File: src/hdl/multi_channel_debounce_reporter_macros.svh
// Assertion macros shared by the debounce reporter modules.
// Depends on nothing; included by every file that asserts.
`ifndef MULTI_CHANNEL_DEBOUNCE_REPORTER_MACROS_SVH
`define MULTI_CHANNEL_DEBOUNCE_REPORTER_MACROS_SVH

// Same-cycle implication, disabled while reset is high.
`define MCDR_ASSERT_NOW(label, clk, rst, ante, cons, msg) \
  label: assert property (@(posedge clk) disable iff (rst) (ante) |-> (cons)) \
    else $error(msg);

// Next-cycle implication, disabled while reset is high.
`define MCDR_ASSERT_NEXT(label, clk, rst, ante, cons, msg) \
  label: assert property (@(posedge clk) disable iff (rst) (ante) |=> (cons)) \
    else $error(msg);

`endif

File: src/hdl/mcdr_pkg.sv
// Shared types and constants of the multi-channel debounce reporter.
// No dependencies; imported by every module of the block.
`timescale 1ns / 1ps

package mcdr_pkg;

  localparam int N_CHANNELS = 18;
  localparam int CH_W       = (N_CHANNELS > 1) ? $clog2(N_CHANNELS) : 1;

  localparam int PIN_W      = 18;
  localparam int TIME_W     = 32;
  localparam int DEB_W      = 8;
  localparam int PERIOD_W   = 16;
  localparam int RES_CH_W   = 5;
  localparam int MAP_W      = 18;
  localparam int CFG_IDX_W  = 2;

  localparam logic [DEB_W-1:0]    DEBOUNCE_RESET = DEB_W'(25);
  localparam logic [PERIOD_W-1:0] PERIOD_RESET   = PERIOD_W'(3000);

  // Configuration register indexes.
  localparam logic [CFG_IDX_W-1:0] REG_DEBOUNCE_TIME   = CFG_IDX_W'(0);
  localparam logic [CFG_IDX_W-1:0] REG_SNAPSHOT_PERIOD = CFG_IDX_W'(1);

  // Result kinds.
  localparam logic KIND_EVENT    = 1'b0;
  localparam logic KIND_SNAPSHOT = 1'b1;

  typedef struct packed {
    logic [PIN_W-1:0]  pin_levels;
    logic [TIME_W-1:0] time_ms;
  } sample_t;

  typedef struct packed {
    logic                kind;
    logic [RES_CH_W-1:0] channel;
    logic                new_level;
    logic [MAP_W-1:0]    stable_map;
    logic                last;
  } result_t;

  // What one lane reports for the sample being accepted.
  typedef struct packed {
    logic fire;         // stable level changes on this sample
    logic level;        // sampled level, the new stable level when fire is set
    logic stable_next;  // stable level after this sample
  } lane_report_t;

endpackage

File: src/hdl/mcdr_lane.sv
// One debounce lane: raw level, change time and stable level of a channel.
// Depends on mcdr_pkg.
`timescale 1ns / 1ps

module mcdr_lane (
  input  logic                         clk,
  input  logic                         rst,
  input  logic                         load,
  input  logic                         pin,
  input  logic [mcdr_pkg::TIME_W-1:0]  now,
  input  logic [mcdr_pkg::DEB_W-1:0]   debounce_time,
  output mcdr_pkg::lane_report_t       report
);
  import mcdr_pkg::*;

  logic              raw;
  logic              stable;
  logic [TIME_W-1:0] change_time;
  logic [TIME_W-1:0] held;
  logic              fire;

  // Elapsed time wraps modulo 2^32.
  assign held = now - change_time;
  assign fire = (pin == raw) && (pin != stable) && (held >= TIME_W'(debounce_time));

  always_ff @(posedge clk) begin
    if (rst) begin
      raw         <= 1'b1;
      stable      <= 1'b1;
      change_time <= '0;
    end else if (load) begin
      if (pin != raw) begin
        raw         <= pin;
        change_time <= now;
      end
      if (fire) begin
        stable <= pin;
      end
    end
  end

  always_comb begin
    report.fire        = fire;
    report.level       = pin;
    report.stable_next = fire ? pin : stable;
  end

endmodule

File: src/hdl/mcdr_merge.sv
// Merging stage: collects lane reports, decides the snapshot and sends the results one
// per cycle in channel order while result_stall is low. Depends on mcdr_pkg and the macros.
`timescale 1ns / 1ps
`include "multi_channel_debounce_reporter_macros.svh"

module mcdr_merge (
  input  logic                                              clk,
  input  logic                                              rst,
  input  logic                                              load,
  input  mcdr_pkg::lane_report_t [mcdr_pkg::N_CHANNELS-1:0] reports,
  input  logic [mcdr_pkg::TIME_W-1:0]                       now,
  input  logic [mcdr_pkg::PERIOD_W-1:0]                     snapshot_period,
  output logic                                              ready,
  output logic                                              result_valid,
  input  logic                                              result_stall,
  output mcdr_pkg::result_t                                 result
);
  import mcdr_pkg::*;

  // Batch of pending results for the item last accepted.
  logic [N_CHANNELS-1:0] ev_mask;
  logic [N_CHANNELS-1:0] ev_level;
  logic                  snap_pend;
  logic [MAP_W-1:0]      snap_map;
  logic [TIME_W-1:0]     snapshot_time;

  logic [N_CHANNELS-1:0] fires;
  logic [N_CHANNELS-1:0] levels;
  logic [N_CHANNELS-1:0] stable_vec;
  logic                  any_event;
  logic [TIME_W-1:0]     elapsed;
  logic                  snap;

  logic                  busy;
  logic                  out_load;
  logic [N_CHANNELS-1:0] rest;
  logic [N_CHANNELS-1:0] lowest;
  logic [CH_W-1:0]       low_idx;
  logic                  emit;
  result_t               emit_res;
  logic [N_CHANNELS-1:0] ev_mask_next;
  logic                  snap_pend_next;

  always_comb begin
    for (int i = 0; i < N_CHANNELS; i++) begin
      fires[i]      = reports[i].fire;
      levels[i]     = reports[i].level;
      stable_vec[i] = reports[i].stable_next;
    end
  end

  // An event moves the snapshot timer to now, so the elapsed time is zero then.
  assign any_event = |fires;
  assign elapsed   = now - snapshot_time;
  assign snap      = any_event ? (snapshot_period == '0)
                               : (elapsed >= TIME_W'(snapshot_period));

  assign busy     = (|ev_mask) || snap_pend;
  assign out_load = !result_valid || !result_stall;

  assign rest   = ev_mask & (ev_mask - N_CHANNELS'(1));
  assign lowest = ev_mask & ~rest;

  always_comb begin
    low_idx = '0;
    for (int i = 0; i < N_CHANNELS; i++) begin
      if (lowest[i]) begin
        low_idx = low_idx | CH_W'(i);
      end
    end
  end

  always_comb begin
    emit           = 1'b0;
    emit_res       = '0;
    ev_mask_next   = ev_mask;
    snap_pend_next = snap_pend;
    if (|ev_mask) begin
      emit               = 1'b1;
      emit_res.kind      = KIND_EVENT;
      emit_res.channel   = RES_CH_W'(low_idx);
      emit_res.new_level = |(lowest & ev_level);
      emit_res.last      = (rest == '0) && !snap_pend;
      ev_mask_next       = rest;
    end else if (snap_pend) begin
      emit                = 1'b1;
      emit_res.kind       = KIND_SNAPSHOT;
      emit_res.stable_map = snap_map;
      emit_res.last       = 1'b1;
      snap_pend_next      = 1'b0;
    end
  end

  // A new item may enter once its predecessor's last result is leaving.
  assign ready = !busy || (out_load && emit && emit_res.last);

  always_ff @(posedge clk) begin
    if (rst) begin
      ev_mask       <= '0;
      snap_pend     <= 1'b0;
      snapshot_time <= '0;
      result_valid  <= 1'b0;
    end else begin
      if (load) begin
        ev_mask   <= fires;
        snap_pend <= snap;
        if (any_event || snap) begin
          snapshot_time <= now;
        end
      end else if (out_load) begin
        ev_mask   <= ev_mask_next;
        snap_pend <= snap_pend_next;
      end
      if (out_load) begin
        result_valid <= emit;
      end
    end
  end

  always_ff @(posedge clk) begin
    if (load) begin
      ev_level <= levels;
      snap_map <= MAP_W'(stable_vec);
    end
    if (out_load) begin
      result <= emit_res;
    end
  end

  `MCDR_ASSERT_NOW(a_event_no_map, clk, rst,
    result_valid && (result.kind == KIND_EVENT), result.stable_map == '0,
    "change event carries a nonzero stable map")
  `MCDR_ASSERT_NOW(a_snapshot_last, clk, rst,
    result_valid && (result.kind == KIND_SNAPSHOT), result.last,
    "snapshot is not the final result of its item")
  `MCDR_ASSERT_NOW(a_no_overwrite, clk, rst,
    load, !busy || (out_load && emit && emit_res.last),
    "new item overwrites pending results")
  `MCDR_ASSERT_NEXT(a_drain_moves, clk, rst,
    busy && out_load && !load, result_valid,
    "pending result did not reach the output register")

endmodule

File: src/hdl/multi_channel_debounce_reporter.sv
// The results of an item wait in the merging stage's pending batch before they move to the output register.
// Throughput: an item yields at most N_CHANNELS + 1 results, sent one per cycle while
// result_stall is low; the one-result-per-cycle output register sets that rate.
// The next item is taken in the cycle that the last result of the current one enters the output register.
// Reset (rst, synchronous): all levels high, change and snapshot times zero, defaults loaded.
// Top level of the multi-channel debounce reporter; depends on mcdr_pkg, mcdr_lane, mcdr_merge.
`timescale 1ns / 1ps

module multi_channel_debounce_reporter (
  input  logic                               clk,
  input  logic                               rst,
  input  logic                               sample_valid,
  output logic                               sample_stall,
  input  mcdr_pkg::sample_t                  sample,
  output logic                               result_valid,
  input  logic                               result_stall,
  output mcdr_pkg::result_t                  result,
  input  logic                               cfg_valid,
  output logic                               cfg_ready,
  input  logic [mcdr_pkg::CFG_IDX_W-1:0]     cfg_index,
  input  logic [mcdr_pkg::PERIOD_W-1:0]      cfg_data
);
  import mcdr_pkg::*;

  // Configuration registers. Writes to an unknown index are dropped.
  logic [DEB_W-1:0]    debounce_time;
  logic [PERIOD_W-1:0] snapshot_period;

  logic                                  load;
  logic                                  merge_ready;
  logic [N_CHANNELS-1:0]                 pins;
  lane_report_t [N_CHANNELS-1:0]         reports;

  // The configuration port never pushes back.
  assign cfg_ready = 1'b1;

  always_ff @(posedge clk) begin
    if (rst) begin
      debounce_time   <= DEBOUNCE_RESET;
      snapshot_period <= PERIOD_RESET;
    end else if (cfg_valid && cfg_ready) begin
      unique case (cfg_index)
        REG_DEBOUNCE_TIME:   debounce_time   <= DEB_W'(cfg_data);
        REG_SNAPSHOT_PERIOD: snapshot_period <= cfg_data;
        default: ;
      endcase
    end
  end

  // An item is taken whenever the merging stage has room for its results.
  assign sample_stall = !merge_ready;
  assign load         = sample_valid && !sample_stall;

  // Channels beyond the sampled width see a constant low level.
  assign pins = N_CHANNELS'(sample.pin_levels);

  // One lane per channel. All lanes update their state in the cycle the item
  // is accepted and report whether their stable level changes.
  for (genvar g = 0; g < N_CHANNELS; g++) begin : g_lane
    mcdr_lane u_lane (
      .clk           (clk),
      .rst           (rst),
      .load          (load),
      .pin           (pins[g]),
      .now           (sample.time_ms),
      .debounce_time (debounce_time),
      .report        (reports[g])
    );
  end

  // The merging stage turns the lane reports into a batch of change events in
  // channel order plus an optional snapshot, and sends them one per cycle while result_stall is low.
  mcdr_merge u_merge (
    .clk             (clk),
    .rst             (rst),
    .load            (load),
    .reports         (reports),
    .now             (sample.time_ms),
    .snapshot_period (snapshot_period),
    .ready           (merge_ready),
    .result_valid    (result_valid),
    .result_stall    (result_stall),
    .result          (result)
  );

endmodule

File: config.mk
export PLATFORM = sky130hd
export DESIGN_NAME = multi_channel_debounce_reporter
export DESIGN_NICKNAME = d
export VERILOG_FILES = /design/src/hdl/mcdr_pkg.sv /design/src/hdl/mcdr_lane.sv /design/src/hdl/mcdr_merge.sv /design/src/hdl/multi_channel_debounce_reporter.sv
export VERILOG_INCLUDE_DIRS = /design/src /design/src/hdl
export SDC_FILE = /design/constraint.sdc
export NUM_CORES = 2
export LEC_CHECK = 0
export BUFFER_PORTS_ARGS = -buffer_cell sky130_fd_sc_hd__buf_2
export CORE_ASPECT_RATIO = 0.8
export CORE_MARGIN = 5
export CORE_UTILIZATION = 50
export DETAILED_ROUTE_END_ITERATION = 8
export PLACE_DENSITY = 0.68
export SLEW_MARGIN = 20
export SYNTH_ARGS = -nofsm -noshare
export SYNTH_HDL_FRONTEND = slang
export SYNTH_HIERARCHICAL = 1
export SYNTH_SLANG_ARGS = --single-unit
File: constraint.sdc
create_clock -name clk -period 6.7 [get_ports clk]
set_input_delay 1.005 -clock clk [delete_from_list [all_inputs] [get_ports clk]]
set_output_delay 1.005 -clock clk [all_outputs]
set_load 0.02 [all_outputs]
After elaboration in Yosys (flattened, before gate mapping):

Cells that the tools add are included.

* bits in registers: 750
* bits of input ports: 73
* logic and storage cells: 294

* add/subtract/negate cells: 20
* order comparisons: 19
* equality and inequality tests: 56
* multiplexer cells: 46
* bitwise gates (word level): 5
* reduce and logical (&&, ||, !) cells: 81

Operator list (number)
* $sub A32 B32 Y32: 19
* $ge A32 B8 Y1: 18
* $and A18 B18 Y18: 3
* $mux W18: 3
* $reduce_or A18 Y1: 3
* $reduce_and A2 Y1: 23
* $logic_and A1 B1 Y1: 40
* $ne A1 B1 Y1: 36
* $ge A32 B16 Y1: 1
* $mux W4: 8
* $mux W1: 27
* $reduce_or A19 Y1: 1
* $eq A1 B1 Y1: 18
* $logic_not A18 Y1: 1
* $not A18 Y18: 1
* $sub A18 B1 Y18 const B: 1
* $logic_not A16 Y1: 1
* $mux W3: 4
* $mux W5: 2
* $logic_not A1 Y1: 5
* $logic_or A1 B1 Y1: 4
* $mux W2: 2
* $reduce_bool A2 Y1: 2
* $eq A2 B1 Y1 const B: 1
* other kinds (3): 3

Depth between registers and ports, before layout:

* word-level depth: 21
* mapped depth: 32
* depth with buffers taken out: 29

Cells and area by module:

Netlist, hierarchy kept.

By module, submodules not included
* mcdr_lane (g_lane[11].u_lane ...): instances 13, cells an instance 505, area an instance 3612.2 sq um, sequential area each 680.7 sq um
* mcdr_lane (g_lane[0].u_lane ...): instances 4, cells an instance 516, area an instance 3658.5 sq um, sequential area each 680.7 sq um
* mcdr_merge: instances 1, cells an instance 796, area an instance 7252.0 sq um, sequential area each 2902.8 sq um
* mcdr_lane (g_lane[10].u_lane): instances 1, cells an instance 528, area an instance 3738.6 sq um, sequential area each 680.7 sq um
* multi_channel_debounce_reporter: instances 1, cells an instance 105, area an instance 1042.2 sq um, sequential area each 480.5 sq um

Worst setup path after synthesis:

No wires, ideal clock.

* kind: input -> register
* start: input sample[4] in the netlist's numbering
* end: register u_merge.snapshot_time[11]
* arrival: 6749 ps
* data required time: 6579 ps
* path slack: -170 ps
* stages on the path: 29
* buffers on the path: 3
* cells stage by stage: ha_1 > a21o_2 > a31oi_1 > and2_1 > nor2b_1 > o21ai_0 > a21oi_1 > ha_1 > a221oi_1 > o2111ai_1 > nor4_1 > nand4_1 > or4_4 > nor4_4 > and2_4 > nor2_1 > buf_4 > or4_1 > a2111oi_0 > o2111a_1 > o31a_1 > and4_1 > o21ai_1 > a2111oi_0 > o2111ai_1 > a21o_1 > buf_2 > buf_4 > mux2i_1

* cells in the longest elaborated chain, start to end: 7
* elaborated cells between the ends (all ways): 60
* classes of those cells: 19 x add/sub; 19 x order compare; 1 x mux; 21 x reduce/logical

Ends and longest elaborated chain
* from (decl): line multi_channel_debounce_reporter.sv:14 `input mcdr_pkg::sample_t sample,`
* $sub A32 B32 Y32 (*): line mcdr_lane.sv:23 `assign held = now - change_time;`
* $ge A32 B8 Y1 (*): line mcdr_lane.sv:24 `assign fire = (pin == raw) && (pin != stable) && (held >= TIME_W'(debounce_time));`
* $logic_and A1 B1 Y1 (*): line mcdr_lane.sv:24
* net g_lane[3].u_lane.fire: line mcdr_lane.sv:20 `logic fire;`
* $reduce_or A18 Y1 (*): line mcdr_merge.sv:53 `assign any_event = |fires;`
* $mux W1: line mcdr_merge.sv:55 `assign snap = any_event ? (snapshot_period == '0)`
* $logic_or A1 B1 Y1 (*): line mcdr_merge.sv:107 `if (any_event || snap) begin`
* $reduce_and A2 Y1 (no line) (*)
* to (signal assigned): line mcdr_merge.sv:108 `snapshot_time <= now;`
* to (decl): line mcdr_merge.sv:25 `logic [TIME_W-1:0] snapshot_time;`

Mark *: on every way through the listed nets, which the timed path passes. The rest lies on a longest branch.
A chain may end at the register's enable or synchronous reset.

==> metrics.csv <==
stage,metric,value,unit
status,status,"complete, but fails checks",
status,violated checks,negative setup slack,
sta,Final Cycle Share,104,%
grt,GRT overflow,0,
worst_setup_path,Startpoint Class,input pin,
logic_synthesis,ys async rst share,0,%
sta,Slew headroom,32.6,%
worst_setup_path,CP max-delay cell,or4_4,
drt,wire length per cell,20.7,um
logic_synthesis,synthesized flop and latch total,750,
sta,endpoints failing setup,32,
grt,largest net degree at the start of global routing,171,
worst_setup_path,arrival time worst endpoint,7.61,ns
logic_synthesis,syn avg cell area,7.32,um^2
worst_setup_path,CP endpoint kind,flop,
logic_synthesis,Yosys cell types,122,
logic_synthesis,"EDFF count, synth",62,
clock_network,CTS root buf,clkbuf_16,
sta,setup TNS,-6.84,ns
floorplan,Initial Util,50.1,%
logic_synthesis,"Net Count, Synth",10900,
drt,DRT Pass-1 Iters,6,
worst_setup_path,required time of the critical path,7.33,ns
placement,GP Congestion,0.992,
logic_synthesis,ys flop type,dfxtp_1,
drt,vias per inst,5.87,
sta,Final min period,6.98,ns
sta,Slew @ Worst Pin,1.01,ns
floorplan,Die W,439,um
worst_hold_path,Hold Crit Class,reg -> reg,
clock_network,clk buf depth,3,
floorplan,floorplan die height,353,um
sta,max-slew violation count,0,
worst_setup_path,WS Path Type,in -> reg,
worst_setup_path,flop2flop setup slack,-0.10,ns
cells_and_area,Nets,12800,
placement,placed inst area,0.0911,mm^2
floorplan,I/O Pins,102,
worst_setup_path,crit-path max FO,8,
logic_synthesis,Synth Warn #,6,
power_and_ir_drop,pwr/cell area,440,mW/mm^2
clock_network,clock transition at the registers of the reported paths,0.06,ns
sta,RSZ-0062 raised after global routing,yes,
sta,Fin Clk Skew,0.0367,ns
drt,final antenna-violating net count,0,
placement,dpl hpwl,224000,um
run,number of max-cap violations,0,
placement,worst slack at placement,-1.41,ns
cells_and_area,Layout area overhead,30.8,%
drt,DR vias,82400,
logic_synthesis,synthesized area,0.0736,mm^2
drt,DRC Markers,0,
clock_network,CTS tree,yes,
worst_setup_path,Max stage delay on crit path,0.60,ns
power_and_ir_drop,VDD IR max,0.000268,V
floorplan,core box area,0.147,mm^2
clock_network,clk_lat worst skew,0.74,ns
floorplan,row count,126,
sta,PnR worst setup slack,-0.285,ns
sta,final hold vios,0,
drt,1st-iter DRT viols,7807,
cells_and_area,layout cells sized above 1,25.9,%
placement,Port Buffers,100,
clock_network,H-tree depth,3,
grt,first-pass GRT wire length,441000,um
sta,Peak Freq,0.143,GHz
floorplan,Die ar.,0.155,mm^2
grt,total track usage,35.4,%
grt,antenna violations before repair,13,
grt,vias in the first global route,77500,
logic_synthesis,post-synthesis sequential area ratio,21.2,%
logic_synthesis,Syn Inst Count,10100,
clock_network,CTS Buf Count,89,
power_and_ir_drop,static leakage,40.8,nW
clock_network,TritonCTS Sinks,750,
cells_and_area,cell area after layout,0.0963,mm^2
drt,WL final,290000,um
-- through the flow --
step,std cells,utilization (%),power [mW],hold slack [ns]
after global placement,13800,62.0,34.6,0.441
after CTS,14000,65.0,41.5,0.454
after detailed placement,13800,62.0,35.2,0.446
after global routing,14000,65.5,45.3,0.467
final,14000,65.5,42.3,0.452
after floorplan,10100,-,24.2,0.436
-- layout by cell type (no fill, tap or decap), types with 45 or more instances in the layout --
cell type	Yosys	final
or3_1	53	52
xnor2_1	179	179
o211ai_1	80	80
and3_1	73	73
nor3_1	115	114
a21boi_0	50	50
edfxtp_1	62	62
o21a_1	78	78
mux2i_1	73	72
clkbuf_16	0	96
xor2_1	138	138
nand4_1	102	102
ha_1	749	723
o22ai_1	75	75
a21oi_1	1175	1163
and2_1	73	58
inv_1	967	966
buf_12	0	75
dfxtp_1	688	679
nor2_1	488	476
nand2b_1	173	170
o21ai_1	41	47
nor2b_1	86	77
o21ai_0	337	329
a31oi_1	185	172
a21o_1	244	243
o31ai_1	49	49
a311oi_1	46	45
buf_2	22	67
nand3_1	236	236
buf_4	79	2151
a211oi_1	114	112
nand2_1	1716	1705
-- worst max-delay path, delay by kind of cell --
kind / cells / cell delay, ns
AND/OR/NAND/NOR: 11 / 2.63
AO/OA/AOI/OAI: 12 / 2.37
buffers and inverters: 7 / 0.95
adder cells (fa/ha/maj): 2 / 0.51
multiplexers: 1 / 0.12
-- cell type report --
type / count / area, um^2
inverters: 967 / 3630
fillers: 13000 / 50600
clock inverters: 53 / 764
flip-flops and latches: 750 / 15600
clock buffers: 113 / 2520
multi-input cells: 7841 / 52900
well taps: 1984 / 2480
repair buffers: 2317 / 18400
diodes: 6 / 15.0
-- state kept, by name, summed over array words and instances, names as in the netlist --
| register | flops |
|---|---|
| snapshot_period | 16 |
| u_merge/ev_level | 18 |
| u_merge/result | 26 |
| u_merge/snap_pend | 1 |
| g_lane.u_lane/change_time | 576 |
| u_merge/snapshot_time | 32 |
| u_merge/snap_map | 18 |
| g_lane.u_lane/raw | 18 |
| u_merge/ev_mask | 18 |
| debounce_time | 8 |
| u_merge/result_valid | 1 |
| g_lane.u_lane/stable | 18 |
-- layer usage --
layer	wire, um	track usage (%)	vias to the layer above
met5	19	0	-
met4	14900	15.3	2
met3	23400	5.44	579
met2	124000	54.9	3080
met1	128000	48.8	39100
li1	-	-	39700
-- logic make-up (layout without fill, tap and decap cells) --
kind of cell | Yosys count | after routing | synth area share (%)
flops | 750 | 750 | 21.2
other cells | 1 | 7 | 0.00509
buf+inv | 1467 | 3450 | 8.45
xor+xnor | 317 | 317 | 3.77
simple gates | 3527 | 3527 | 23.2
fa+ha+maj | 770 | 770 | 13.3
mux | 89 | 89 | 1.24
compound gates | 3137 | 3137 | 28.8
-- report_power, final --
group	internal (mW)	switching, mW	leakage (nW)
clock network	3.31	2.28	1.60
registers	6.13	0.919	6.22
logic	13.1	16.6	33.0
-- cell usage after synthesis, types with 53 or more instances --
master	count	area share, %
nand4_1	102	0.87
xnor2_1	179	2.1
or3_1	53	0.45
inv_1	967	4.9
nor2_1	488	2.5
o22ai_1	75	0.64
buf_4	79	0.81
mux2i_1	73	0.99
xor2_1	138	1.6
o21ai_0	337	2.3
nand2_1	1716	8.7
clkbuf_1	331	1.7
and2_1	73	0.62
edfxtp_1	62	2.5
nor3_1	115	0.78
o21a_1	78	0.80
a211oi_1	114	1.2
dfxtp_1	688	19
ha_1	749	13
nand2b_1	173	1.5
nor4_1	61	0.52
nand3_1	236	1.6
a21oi_1	1175	8.0
nor2b_1	86	0.73
and3_1	73	0.62
a21o_1	244	2.5
a31oi_1	185	1.6
o211ai_1	80	0.82
-- repair_timing --
item,4_1_cts,5_1_grt
hold buffers,0,0
endpoints found under the hold margin,0,0
buffers inserted,51,22
gates resized for setup,133,126
pin swaps,66,74
setup endpoints to repair,33,33
cloned,5,1
-- worst paths after layout --
check                                        start                               end  depth (start not counted)
hold reg to reg   g_lane[5].u_lane/change_time[14]  g_lane[5].u_lane/change_time[14]                          2
hold / removal    g_lane[5].u_lane/change_time[14]  g_lane[5].u_lane/change_time[14]                          2
setup reg to reg   g_lane[3].u_lane/change_time[3]         u_merge/snapshot_time[14]                         28
setup / recovery                         sample[0]         u_merge/snapshot_time[14]                         33
No activity file was read; power rests on OpenSTA's default activity.
